[src/rtl/core/stl_pkg.sv]
// ----------------------------------------------------------------------------
// stl_pkg: shared types and constants for the Scheme token lexer
// Token word layout, token kinds, lexer modes and result queue sizing.
// ----------------------------------------------------------------------------
package stl_pkg;

  localparam int STL_CW = 8;    // width of one source character
  localparam int STL_KW = 4;    // width of a token kind
  localparam int STL_IW = 63;   // width of an integer value

  localparam logic [STL_IW-1:0] STL_INT_MAX = {STL_IW{1'b1}};

  // Result queue between the lexer front end and the output stage.
  localparam int STL_QDEPTH = 4;
  localparam int STL_QPW    = $clog2(STL_QDEPTH);
  localparam int STL_QCW    = $clog2(STL_QDEPTH + 1);

  // Characters with a meaning of their own.
  localparam logic [STL_CW-1:0] CH_NUL    = 8'h00;
  localparam logic [STL_CW-1:0] CH_TAB    = 8'h09;
  localparam logic [STL_CW-1:0] CH_LF     = 8'h0A;
  localparam logic [STL_CW-1:0] CH_CR     = 8'h0D;
  localparam logic [STL_CW-1:0] CH_SPACE  = 8'h20;
  localparam logic [STL_CW-1:0] CH_DQUOTE = 8'h22;
  localparam logic [STL_CW-1:0] CH_HASH   = 8'h23;
  localparam logic [STL_CW-1:0] CH_SQUOTE = 8'h27;
  localparam logic [STL_CW-1:0] CH_LPAREN = 8'h28;
  localparam logic [STL_CW-1:0] CH_RPAREN = 8'h29;
  localparam logic [STL_CW-1:0] CH_SEMI   = 8'h3B;
  localparam logic [STL_CW-1:0] CH_BSLASH = 8'h5C;

  typedef enum logic [STL_KW-1:0] {
    K_EOF     = 4'd0,
    K_LPAREN  = 4'd1,
    K_RPAREN  = 4'd2,
    K_QUOTE   = 4'd3,
    K_TRUE    = 4'd4,
    K_FALSE   = 4'd5,
    K_STRING  = 4'd6,
    K_SYMBOL  = 4'd7,
    K_INTEGER = 4'd8
  } tok_kind_t;

  typedef enum logic [2:0] {
    MODE_IDLE    = 3'd0,
    MODE_COMMENT = 3'd1,
    MODE_HASH    = 3'd2,
    MODE_STRING  = 3'd3,
    MODE_ESCAPE  = 3'd4,
    MODE_SYMBOL  = 3'd5,
    MODE_NUMBER  = 3'd6,
    MODE_DRAIN   = 3'd7
  } lex_mode_t;

  // One result word as it travels through the queue.
  typedef struct packed {
    tok_kind_t         kind;
    logic [STL_CW-1:0] text_char;
    logic              text_valid;
    logic [STL_IW-1:0] int_value;
    logic              done;
    logic              err;
  } token_t;

  // Up to two words written into the queue in one cycle.
  typedef struct packed {
    logic [1:0] n;
    token_t     w0;
    token_t     w1;
  } push_t;

  // Queue status seen by the front end and the top level.
  typedef struct packed {
    logic [STL_QCW-1:0] count;
    logic               space_ok;
    logic               head_valid;
  } qstat_t;

endpackage

[src/rtl/core/stl_char_if.sv]
// ----------------------------------------------------------------------------
// stl_char_if: source character channel
// Valid/ready channel carrying one source character per word.
// ----------------------------------------------------------------------------
interface stl_char_if;
  logic                       valid;
  logic                       ready;
  logic [stl_pkg::STL_CW-1:0] char_code;

  modport source (output valid, output char_code, input ready);
  modport sink   (input valid, input char_code, output ready);
endinterface

[src/rtl/core/stl_token_if.sv]
// ----------------------------------------------------------------------------
// stl_token_if: token result channel
// Valid/ready channel carrying one token result per word.
// ----------------------------------------------------------------------------
interface stl_token_if;
  logic                       valid;
  logic                       ready;
  logic [stl_pkg::STL_KW-1:0] token_kind;
  logic [stl_pkg::STL_CW-1:0] text_char;
  logic                       text_valid;
  logic [stl_pkg::STL_IW-1:0] int_value;
  logic                       token_done;
  logic                       error;

  modport source (output valid, output token_kind, output text_char, output text_valid,
                  output int_value, output token_done, output error, input ready);
  modport sink   (input valid, input token_kind, input text_char, input text_valid,
                  input int_value, input token_done, input error, output ready);
endinterface

[src/rtl/core/scheme_token_lexer.sv]
// ----------------------------------------------------------------------------
// scheme_token_lexer: streaming Scheme lexer
// One source character per input word, one token result per output word.
// ----------------------------------------------------------------------------
// Usage: characters arrive on the chars channel (valid/ready), one byte per
// word, with a NUL byte marking the end of a text. Results leave on the
// tokens channel, one word per result; a character yields zero, one or two
// results. String and symbol text streams one character per word, and each
// such token ends with a closing word that has token_done set.
// An accepted character's first result passes through the queue and then
// the output register before it is presented. The front end accepts one
// character per cycle whenever the result queue holds room for two words;
// the sustained rate is set by the output stage, which hands out one result
// per cycle while the receiver is ready, so only a run of characters that
// each yield two results slows the input. Input is still taken while the
// receiver stalls until under two of four entries are free, then ready drops.
// Reset (rst, synchronous) returns the lexer to the between-tokens state,
// clears the integer accumulator and empties the queue and output register.
// ----------------------------------------------------------------------------
module scheme_token_lexer (
  input  logic        clk,
  input  logic        rst,
  stl_char_if.sink    chars,
  stl_token_if.source tokens
);
  import stl_pkg::*;

  push_t  push;
  qstat_t qstat;
  token_t head;
  logic   pop;

  // Front end: classifies characters and builds result words.
  stl_front u_front (
    .clk   (clk),
    .rst   (rst),
    .chars (chars),
    .qstat (qstat),
    .push  (push)
  );

  // Queue between the lexer and the output register, so a stalled
  // receiver does not immediately stop the input.
  stl_queue u_queue (
    .clk   (clk),
    .rst   (rst),
    .push  (push),
    .pop   (pop),
    .head  (head),
    .qstat (qstat)
  );

  // Output register driving the token channel.
  stl_back u_back (
    .clk        (clk),
    .rst        (rst),
    .head       (head),
    .head_valid (qstat.head_valid),
    .pop        (pop),
    .tokens     (tokens)
  );

  // The queue never holds more words than it has entries.
  a_queue_bound: assert property (@(posedge clk) disable iff (rst)
    qstat.count <= STL_QCW'(STL_QDEPTH))
    else $error("result queue overfilled");

  // A lexing error is only ever reported on an end-of-text result.
  a_error_is_eof: assert property (@(posedge clk) disable iff (rst)
    tokens.valid && tokens.error |-> tokens.token_kind == K_EOF)
    else $error("error flag on a non-EOF result");

  // Text characters belong to strings or symbols and never close a token.
  a_text_kind: assert property (@(posedge clk) disable iff (rst)
    tokens.valid && tokens.text_valid |->
      !tokens.token_done &&
      (tokens.token_kind == K_STRING || tokens.token_kind == K_SYMBOL))
    else $error("text character on a wrong result");

endmodule

[src/rtl/core/stl_front.sv]
// ----------------------------------------------------------------------------
// stl_front: lexer front end
// Accepts characters, runs the lexer state machine and integer accumulator,
// and pushes zero, one or two result words per character into the queue.
// ----------------------------------------------------------------------------
module stl_front (
  input  logic           clk,
  input  logic           rst,
  stl_char_if.sink       chars,
  input  stl_pkg::qstat_t qstat,
  output stl_pkg::push_t  push
);
  import stl_pkg::*;

  typedef struct packed {
    lex_mode_t mode;
    logic      emit;
    token_t    tok;
    logic      num_start;
  } start_t;

  lex_mode_t         mode, mode_next;
  logic [STL_IW-1:0] accum, accum_next;
  logic [STL_CW-1:0] c;
  logic              fire;
  logic [STL_IW+3:0] acc_sum;
  logic [STL_IW-1:0] acc_sat;
  start_t            st;

  function automatic token_t mk(tok_kind_t k, logic [STL_CW-1:0] ch, logic tv,
                                logic dn, logic er);
    token_t t;
    t.kind       = k;
    t.text_char  = ch;
    t.text_valid = tv;
    t.int_value  = '0;
    t.done       = dn;
    t.err        = er;
    return t;
  endfunction

  function automatic logic is_space(logic [STL_CW-1:0] x);
    return (x == CH_SPACE) || (x >= CH_TAB && x <= CH_CR);
  endfunction

  function automatic logic is_digit(logic [STL_CW-1:0] x);
    return x >= "0" && x <= "9";
  endfunction

  function automatic logic is_initial(logic [STL_CW-1:0] x);
    logic r;
    r = (x >= "a" && x <= "z") || (x >= "A" && x <= "Z");
    case (x)
      "!", "$", "%", "&", "*", "/", ":", "<", "=", ">", "?", "^", "_", "~": r = 1'b1;
      default: ;
    endcase
    return r;
  endfunction

  function automatic logic is_subsequent(logic [STL_CW-1:0] x);
    return is_initial(x) || is_digit(x) || x == "+" || x == "-" || x == "." || x == "@";
  endfunction

  // Classification of a character that starts a new token.
  function automatic start_t start_of(logic [STL_CW-1:0] x);
    start_t s;
    s.mode      = MODE_IDLE;
    s.emit      = 1'b0;
    s.tok       = mk(K_EOF, '0, 1'b0, 1'b1, 1'b0);
    s.num_start = 1'b0;
    if (x == CH_NUL) begin
      s.emit = 1'b1;
    end else if (is_space(x)) begin
      s.emit = 1'b0;
    end else if (x == CH_SEMI) begin
      s.mode = MODE_COMMENT;
    end else if (x == CH_LPAREN) begin
      s.emit = 1'b1;
      s.tok  = mk(K_LPAREN, '0, 1'b0, 1'b1, 1'b0);
    end else if (x == CH_RPAREN) begin
      s.emit = 1'b1;
      s.tok  = mk(K_RPAREN, '0, 1'b0, 1'b1, 1'b0);
    end else if (x == CH_SQUOTE) begin
      s.emit = 1'b1;
      s.tok  = mk(K_QUOTE, '0, 1'b0, 1'b1, 1'b0);
    end else if (x == CH_HASH) begin
      s.mode = MODE_HASH;
    end else if (x == CH_DQUOTE) begin
      s.mode = MODE_STRING;
    end else if (is_initial(x)) begin
      s.emit = 1'b1;
      s.tok  = mk(K_SYMBOL, x, 1'b1, 1'b0, 1'b0);
      s.mode = MODE_SYMBOL;
    end else if (is_digit(x)) begin
      s.mode      = MODE_NUMBER;
      s.num_start = 1'b1;
    end else begin
      // Unsupported character: error end of text, then drain to NUL.
      s.emit = 1'b1;
      s.tok  = mk(K_EOF, '0, 1'b0, 1'b1, 1'b1);
      s.mode = MODE_DRAIN;
    end
    return s;
  endfunction

  assign c           = chars.char_code;
  assign chars.ready = qstat.space_ok;
  assign fire        = chars.valid && qstat.space_ok;
  assign st          = start_of(c);

  // accum * 10 + digit; saturates when the sum passes the largest value.
  assign acc_sum = ({4'b0, accum} << 3) + ({4'b0, accum} << 1) + (STL_IW + 4)'(c - "0");
  assign acc_sat = (acc_sum > {4'b0, STL_INT_MAX}) ? STL_INT_MAX : acc_sum[STL_IW-1:0];

  always_comb begin
    mode_next  = mode;
    accum_next = accum;
    if (fire) begin
      case (mode)
        MODE_IDLE: begin
          mode_next = st.mode;
          if (st.num_start) accum_next = STL_IW'(c - "0");
        end
        MODE_COMMENT: begin
          if (c == CH_NUL || c == CH_LF) mode_next = MODE_IDLE;
        end
        MODE_HASH: begin
          if (c == "t" || c == "T" || c == "f" || c == "F" || c == CH_NUL) begin
            mode_next = MODE_IDLE;
          end else begin
            mode_next = MODE_DRAIN;
          end
        end
        MODE_STRING: begin
          if (c == CH_NUL || c == CH_DQUOTE) mode_next = MODE_IDLE;
          else if (c == CH_BSLASH) mode_next = MODE_ESCAPE;
        end
        MODE_ESCAPE: begin
          mode_next = (c == CH_NUL) ? MODE_IDLE : MODE_STRING;
        end
        MODE_SYMBOL: begin
          if (!is_subsequent(c)) begin
            mode_next = st.mode;
            if (st.num_start) accum_next = STL_IW'(c - "0");
          end
        end
        MODE_NUMBER: begin
          if (is_digit(c)) begin
            accum_next = acc_sat;
          end else begin
            mode_next  = st.mode;
            accum_next = '0;
          end
        end
        MODE_DRAIN: begin
          if (c == CH_NUL) mode_next = MODE_IDLE;
        end
        default: mode_next = MODE_IDLE;
      endcase
    end
  end

  always_comb begin
    push.n  = 2'd0;
    push.w0 = mk(K_EOF, '0, 1'b0, 1'b1, 1'b0);
    push.w1 = st.tok;
    if (fire) begin
      case (mode)
        MODE_IDLE: begin
          push.n  = {1'b0, st.emit};
          push.w0 = st.tok;
        end
        MODE_COMMENT: begin
          if (c == CH_NUL) push.n = 2'd1;
        end
        MODE_HASH: begin
          push.n = 2'd1;
          if (c == "t" || c == "T") push.w0 = mk(K_TRUE, '0, 1'b0, 1'b1, 1'b0);
          else if (c == "f" || c == "F") push.w0 = mk(K_FALSE, '0, 1'b0, 1'b1, 1'b0);
          else push.w0 = mk(K_EOF, '0, 1'b0, 1'b1, 1'b1);
        end
        MODE_STRING: begin
          if (c == CH_NUL) begin
            push.n  = 2'd1;
            push.w0 = mk(K_EOF, '0, 1'b0, 1'b1, 1'b1);
          end else if (c == CH_DQUOTE) begin
            push.n  = 2'd1;
            push.w0 = mk(K_STRING, '0, 1'b0, 1'b1, 1'b0);
          end else if (c != CH_BSLASH) begin
            push.n  = 2'd1;
            push.w0 = mk(K_STRING, c, 1'b1, 1'b0, 1'b0);
          end
        end
        MODE_ESCAPE: begin
          push.n = 2'd1;
          if (c == CH_NUL) push.w0 = mk(K_EOF, '0, 1'b0, 1'b1, 1'b1);
          else if (c == "n") push.w0 = mk(K_STRING, CH_LF, 1'b1, 1'b0, 1'b0);
          else if (c == "t") push.w0 = mk(K_STRING, CH_TAB, 1'b1, 1'b0, 1'b0);
          else if (c == "r") push.w0 = mk(K_STRING, CH_CR, 1'b1, 1'b0, 1'b0);
          else push.w0 = mk(K_STRING, c, 1'b1, 1'b0, 1'b0);
        end
        MODE_SYMBOL: begin
          if (is_subsequent(c)) begin
            push.n  = 2'd1;
            push.w0 = mk(K_SYMBOL, c, 1'b1, 1'b0, 1'b0);
          end else begin
            push.n  = st.emit ? 2'd2 : 2'd1;
            push.w0 = mk(K_SYMBOL, '0, 1'b0, 1'b1, 1'b0);
          end
        end
        MODE_NUMBER: begin
          if (!is_digit(c)) begin
            push.n            = st.emit ? 2'd2 : 2'd1;
            push.w0           = mk(K_INTEGER, '0, 1'b0, 1'b1, 1'b0);
            push.w0.int_value = accum;
          end
        end
        MODE_DRAIN: push.n = 2'd0;
        default:    push.n = 2'd0;
      endcase
    end
  end

  always_ff @(posedge clk) begin
    if (rst) begin
      mode  <= MODE_IDLE;
      accum <= '0;
    end else begin
      mode  <= mode_next;
      accum <= accum_next;
    end
  end

endmodule

[src/rtl/core/stl_queue.sv]
// ----------------------------------------------------------------------------
// stl_queue: result word queue
// Small register queue taking up to two words per cycle and giving one.
// ----------------------------------------------------------------------------
module stl_queue (
  input  logic            clk,
  input  logic            rst,
  input  stl_pkg::push_t  push,
  input  logic            pop,
  output stl_pkg::token_t head,
  output stl_pkg::qstat_t qstat
);
  import stl_pkg::*;

  token_t             slots [STL_QDEPTH];
  logic [STL_QPW-1:0] wr_ptr, wr_ptr_next;
  logic [STL_QPW-1:0] rd_ptr, rd_ptr_next;
  logic [STL_QCW-1:0] count, count_next;
  logic [STL_QPW-1:0] wr_ptr_2nd;

  assign wr_ptr_2nd  = wr_ptr + 1'b1;
  assign wr_ptr_next = wr_ptr + STL_QPW'(push.n);
  assign rd_ptr_next = rd_ptr + STL_QPW'(pop);
  assign count_next  = count + STL_QCW'(push.n) - STL_QCW'(pop);

  assign head             = slots[rd_ptr];
  assign qstat.count      = count;
  assign qstat.head_valid = (count != '0);
  // Room for the two words a single character can produce.
  assign qstat.space_ok   = (count <= STL_QCW'(STL_QDEPTH - 2));

  always_ff @(posedge clk) begin
    if (push.n != 2'd0) slots[wr_ptr] <= push.w0;
    if (push.n == 2'd2) slots[wr_ptr_2nd] <= push.w1;
  end

  always_ff @(posedge clk) begin
    if (rst) begin
      wr_ptr <= '0;
      rd_ptr <= '0;
      count  <= '0;
    end else begin
      wr_ptr <= wr_ptr_next;
      rd_ptr <= rd_ptr_next;
      count  <= count_next;
    end
  end

endmodule

[src/rtl/core/stl_back.sv]
// ----------------------------------------------------------------------------
// stl_back: token output stage
// Output register that takes words from the queue and drives the channel.
// ----------------------------------------------------------------------------
module stl_back (
  input  logic            clk,
  input  logic            rst,
  input  stl_pkg::token_t head,
  input  logic            head_valid,
  output logic            pop,
  stl_token_if.source     tokens
);
  import stl_pkg::*;

  logic   out_valid;
  token_t out_word;

  assign pop = head_valid && (!out_valid || tokens.ready);

  always_ff @(posedge clk) begin
    if (rst) begin
      out_valid <= 1'b0;
    end else if (!out_valid || tokens.ready) begin
      out_valid <= head_valid;
    end
  end

  always_ff @(posedge clk) begin
    if (pop) out_word <= head;
  end

  assign tokens.valid      = out_valid;
  assign tokens.token_kind = out_word.kind;
  assign tokens.text_char  = out_word.text_char;
  assign tokens.text_valid = out_word.text_valid;
  assign tokens.int_value  = out_word.int_value;
  assign tokens.token_done = out_word.done;
  assign tokens.error      = out_word.err;

endmodule
[src/flat_wrapper.sv]
// flat-port wrapper written by rule: the top's interface ports become plain ports
module scheme_token_lexer_flat import stl_pkg::*;
  (clk, rst, chars_valid, chars_char_code, chars_ready, tokens_valid, tokens_token_kind, tokens_text_char, tokens_text_valid, tokens_int_value, tokens_token_done, tokens_error, tokens_ready);
  stl_char_if chars_i ();
  stl_token_if tokens_i ();
  input  logic clk;
  input  logic rst;
  input wire logic [$bits(chars_i.valid)-1:0] chars_valid;
  input wire logic [$bits(chars_i.char_code)-1:0] chars_char_code;
  output wire logic [$bits(chars_i.ready)-1:0] chars_ready;
  output wire logic [$bits(tokens_i.valid)-1:0] tokens_valid;
  output wire logic [$bits(tokens_i.token_kind)-1:0] tokens_token_kind;
  output wire logic [$bits(tokens_i.text_char)-1:0] tokens_text_char;
  output wire logic [$bits(tokens_i.text_valid)-1:0] tokens_text_valid;
  output wire logic [$bits(tokens_i.int_value)-1:0] tokens_int_value;
  output wire logic [$bits(tokens_i.token_done)-1:0] tokens_token_done;
  output wire logic [$bits(tokens_i.error)-1:0] tokens_error;
  input wire logic [$bits(tokens_i.ready)-1:0] tokens_ready;
  assign chars_i.valid = chars_valid;
  assign chars_i.char_code = chars_char_code;
  assign chars_ready = chars_i.ready;
  assign tokens_valid = tokens_i.valid;
  assign tokens_token_kind = tokens_i.token_kind;
  assign tokens_text_char = tokens_i.text_char;
  assign tokens_text_valid = tokens_i.text_valid;
  assign tokens_int_value = tokens_i.int_value;
  assign tokens_token_done = tokens_i.token_done;
  assign tokens_error = tokens_i.error;
  assign tokens_i.ready = tokens_ready;
  scheme_token_lexer u_core (.clk(clk), .rst(rst), .chars(chars_i), .tokens(tokens_i));
endmodule
[config.mk]
export PLATFORM = sky130hd
export DESIGN_NAME = scheme_token_lexer_flat
export DESIGN_NICKNAME = d
export VERILOG_FILES = /design/src/rtl/core/stl_pkg.sv /design/src/rtl/core/stl_char_if.sv /design/src/rtl/core/stl_token_if.sv /design/src/rtl/core/scheme_token_lexer.sv /design/src/rtl/core/stl_front.sv /design/src/rtl/core/stl_queue.sv /design/src/rtl/core/stl_back.sv /design/src/flat_wrapper.sv
export SDC_FILE = /design/constraint.sdc
export NUM_CORES = 1
export LEC_CHECK = 0
export ABC_CLOCK_PERIOD_IN_PS = 15910
export BUFFER_PORTS_ARGS = -buffer_cell sky130_fd_sc_hd__buf_2
export CORE_ASPECT_RATIO = 0.7
export CORE_UTILIZATION = 33
export DETAILED_ROUTE_END_ITERATION = 10
export HOLD_SLACK_MARGIN = 0.05
export PLACE_DENSITY = 0.55
export SETUP_SLACK_MARGIN = 0.15
export SYNTH_ARGS = -nofsm -noshare
export SYNTH_HDL_FRONTEND = slang
export SYNTH_SLANG_ARGS = --single-unit
[constraint.sdc]
create_clock -name clk -period 15.91 [get_ports clk]
set_clock_uncertainty 0.15 [all_clocks]
set_input_delay 0 -clock clk [delete_from_list [all_inputs] [get_ports clk]]
set_output_delay 0 -clock clk [all_outputs]
set_load 0.005 [all_outputs]
==> run_results.csv <==
group,metric,value,unit
sta,fmax,154,MHz
cts,clock_latency,600,ps
setup_path,crit_cells,19,
setup_path,reg2reg_slack,9930,ps
finish,syn_to_final_growth,12.6,%
placed_design,dpl.hpwl,45.2,mm
setup_path,setup.worst_path.end,"u_core.u_front.accum[59]",
finish,final_nets,2426,
synthesis,synthTopCellsByArea,"dfxtp_1 28%, edfxtp_1 17%, mux4_2 7.4%",
hold_path,hp-class,"in -> reg",
cts,path_clk_slew,70,ps
setup_path,max_stage_delay,720,ps
setup_path,required,16200,ps
synthesis,synth_seq_cells,464,
cts,cts_resized,0,
pwr,p_sw,0.00124,W
pwr,ir_worst_vdd,0.0000728,V
finish,multi_input_area,12400,sq um
global_route,grt_pass1_wl,105,mm
synthesis,netlist_instances,2277,
cts,cts_num_sinks,464,
routing,drt_iter0_markers,1576,
floorplan,rows,82,
cts,clockBufferDepth,3,
finish,drive_gt1_share,16.0,%
pwr,switching_share,33.4,%
routing,vias_per_cell,5.55,
pwr,p_leak,9.67,nW
routing,num_vias,18225,
finish,final_cells,3281,
floorplan,coreArea,71600,sq um
placed_design,portBuffers,91,
sta,finalCritPeriodShare,40.8,%
synthesis,yosys.area.top_type_share,27.7,%
finish,fill_cells,7098,
cts,tritoncts,"yes",
sta,rsz0062_at_grt,"no",
cts,h-tree-depth,2,
setup_path,worst-path-buf-inv,4,
setup_path,end_kind,"flip-flop",
sta,setup_viol,0,
routing,dr.pass1.iters,6,
routing,wl_per_cell,20.4,um
synthesis,ys_warn_count,0,
sta,hold_viol_final,0,
pwr,power_frac_clock,33.4,%
global_route,grt_max_degree,78,
synthesis,async_flop_share,0,%
finish,final_core_util,37.5,%
cts,cts_buffers,50,
global_route,grt_overflow_total,0,
setup_path,rr_startpoint,"u_core.u_front.accum[2]",
setup_path,setup.worst_path.start,"chars_char_code[6]",
synthesis,synthFlopType,"dfxtp_1",
placed_design,placed_area,25000,sq um
global_route,grt_antenna_before_repair,1,
routing,drc_errors,0,
global_route,grtUsageTotal,18.2,%
finish,register_area,10600,sq um
sta,worst_slew_pin_slew,975,ps
floorplan,start_util,33.3,%
global_route,grt_pass1_vias,17983,
sta,maxSlewViolCount,0,
placed_design,gp_congestion,0.937,
synthesis,synth_top_area_cell,"dfxtp_1",
synthesis,synth_fp_nets,2430,
finish,postLayoutCellArea,26900,sq um
setup_path,critPathTopFamily,"compound AO/OA/AOI/OAI gates",
pwr,comb_power_share,25.4,%
synthesis,synth_area_per_cell,10.5,sq um
pwr,p_int,0.00247,W
setup_path,crit_fanout,59,
setup_path,crit_type,"in -> reg",
job,drv_cap,0,
floorplan,io_pins,92,
sta,period_minus_slack,6500,ps
status,outcome,"complete, no violations",
placed_design,placedCellCount,3175,
setup_path,crit_arrival,6790,ps
setup_path,reg2reg_depth,16,
setup_path,cpMaxStageDelayCell,"buf_4",
synthesis,synth_edf_count,134,
setup_path,start_kind,"primary input",
floorplan,dieArea,73400,sq um
pwr,pwr_density_cell,138,nW/um^2
floorplan,die_x,323,um
synthesis,synth.most_common_cell,"dfxtp_1",
synthesis,synth_common_cells,"330 x dfxtp_1, 181 x o21ai_0, 179 x nand2_1",
pwr,power_frac_seq,41.3,%
synthesis,yosysSeqAreaShare,44.5,%
setup_path,r2r_end,"u_core.u_front.accum[59]",
finish,antenna_cells,0,
setup_path,cp_cell_sequence,"dlygate4sd3_1 -> buf_2 -> or2_2 -> nor2_4 -> buf_4 -> fa_1 -> ha_1 -> a21oi_1 -> o21ai_0 -> a21oi_1 -> o21ai_0 -> a221oi_1 -> a31oi_1 -> xor2_1 -> a311o_1 -> a311oi_4 -> and3_2 -> buf_4 -> a21oi_2",
floorplan,die_y,227,um
cts,root_buffer,"clkbuf_16",
sta,maxSlewHeadroom,34.8,%
routing,drtAntennaViolNets,0,
routing,drt-total-wl,66.9,mm
synthesis,synth_cell_types,88,
sta,setup_tns,0,ps
synthesis,synthesis.area,23900,sq um
cells in the final DEF, fill, tap and decap left out, drive strengths merged, types with 10 or more instances in the layout:
cell and n:
dfxtp 330, o21ai 260, nand2 179, nand3 155, a21oi 153, edfxtp 134, o2bb2ai 130, buf 113
nor2 79, mux4 78, ha 78, fa 63, clkbuf 58, inv 49, a21o 39, xnor2 37
xor2 35, o22ai 31, nand4 28, nor3 23, clkinv 22, nor2b 17, o211ai 16, o21bai 15
nand2b 15, a31oi 15, and2 14, dlygate4sd3 12, or3 11, and3 10, a211oi 10
logic make-up after synthesis:
family,count (synthesis),synth area share (%)
multiplexers,81,7.49
flip-flops,464,44.5
XOR/XNOR,72,2.64
AO/OA/AOI/OAI,737,20.7
adder cells (fa/ha/maj),141,9.37
buffers and inverters,224,4.10
AND/OR/NAND/NOR,558,11.2
registers in the layout (all words and copies together), names as in the netlist:
name,flops
u_core.u_back.tokens.token_kind,4
u_core.u_back.tokens.text_char,8
u_core.u_back.tokens.text_valid,1
u_core.u_back.tokens.error,1
u_core.u_queue.wr_ptr,2
u_core.u_back.tokens.valid,1
u_core.u_back.tokens.int_value,63
u_core.u_front.mode,3
u_core.u_queue.count,3
u_core.u_queue.rd_ptr,2
u_core.u_queue.slots,312
u_core.u_front.accum,63
u_core.u_back.tokens.token_done,1
power by group through the flow:
stage          Sequential (W)  Combinational (W)  Clock (W)
2_1_floorplan         0.00151           0.000648          0
4_1_cts               0.00153           0.000943    0.00127
6_report              0.00153           0.000939    0.00124
3_5_place_dp          0.00156           0.000935          0
3_3_place_gp          0.00156           0.000929          0
5_1_grt               0.00155            0.00103    0.00131
stage by stage:
step / hold slack (ps) / total power (W) / worst slack (ps)
after CTS: 98.4 / 0.00374 / 9430
after global routing: 146 / 0.00389 / 9010
final: 132 / 0.00370 / 9410
after global placement: 154 / 0.00249 / 9420
after detailed placement: 168 / 0.00249 / 9360
after floorplan: 28.0 / 0.00216 / 8060
worst min path at each step:
stage,start,to,cells past startpoint
after detailed placement,tokens_ready,u_core.u_back.tokens.valid,4
after CTS,chars_char_code[5],u_core.u_queue.slots[3][71],3
after global placement,tokens_ready,u_core.u_back.tokens.valid,4
final,chars_char_code[5],u_core.u_queue.slots[3][71],3
after floorplan,tokens_ready,u_core.u_back.tokens.valid,3
after global routing,chars_char_code[5],u_core.u_queue.slots[3][71],3
final cells by class:
class / count / share of cell area, %
Multi-Input combinational cell: 1589 / 46.0
Sequential cell: 464 / 39.6
Inverter: 43 / 0.601
Clock inverter: 36 / 1.35
Tap cell: 966 / 4.50
Timing Repair Buffer: 125 / 2.76
Clock buffer: 58 / 5.24
timing repair:
action | in CTS | in global routing
endpoints found under the hold margin | 73 | 0
setup buffers | 0 | 0
hold buffers | 12 | 0
metal layers:
metal  track usage (%)  wire [um]  vias to the layer above
met3              3.41       4300                       86
met2              27.0      28700                      572
met5                 0          0                        -
met4              4.30       1110                        0
met1              27.0      32800                     9036
li1                  -          -                     8531
tightest hold or removal path, delay by kind of cell:
family,cells,cell delay [ps]
buffers and inverters,2,660
AND/OR/NAND/NOR,1,120
Power figures use the tool's default switching activity.
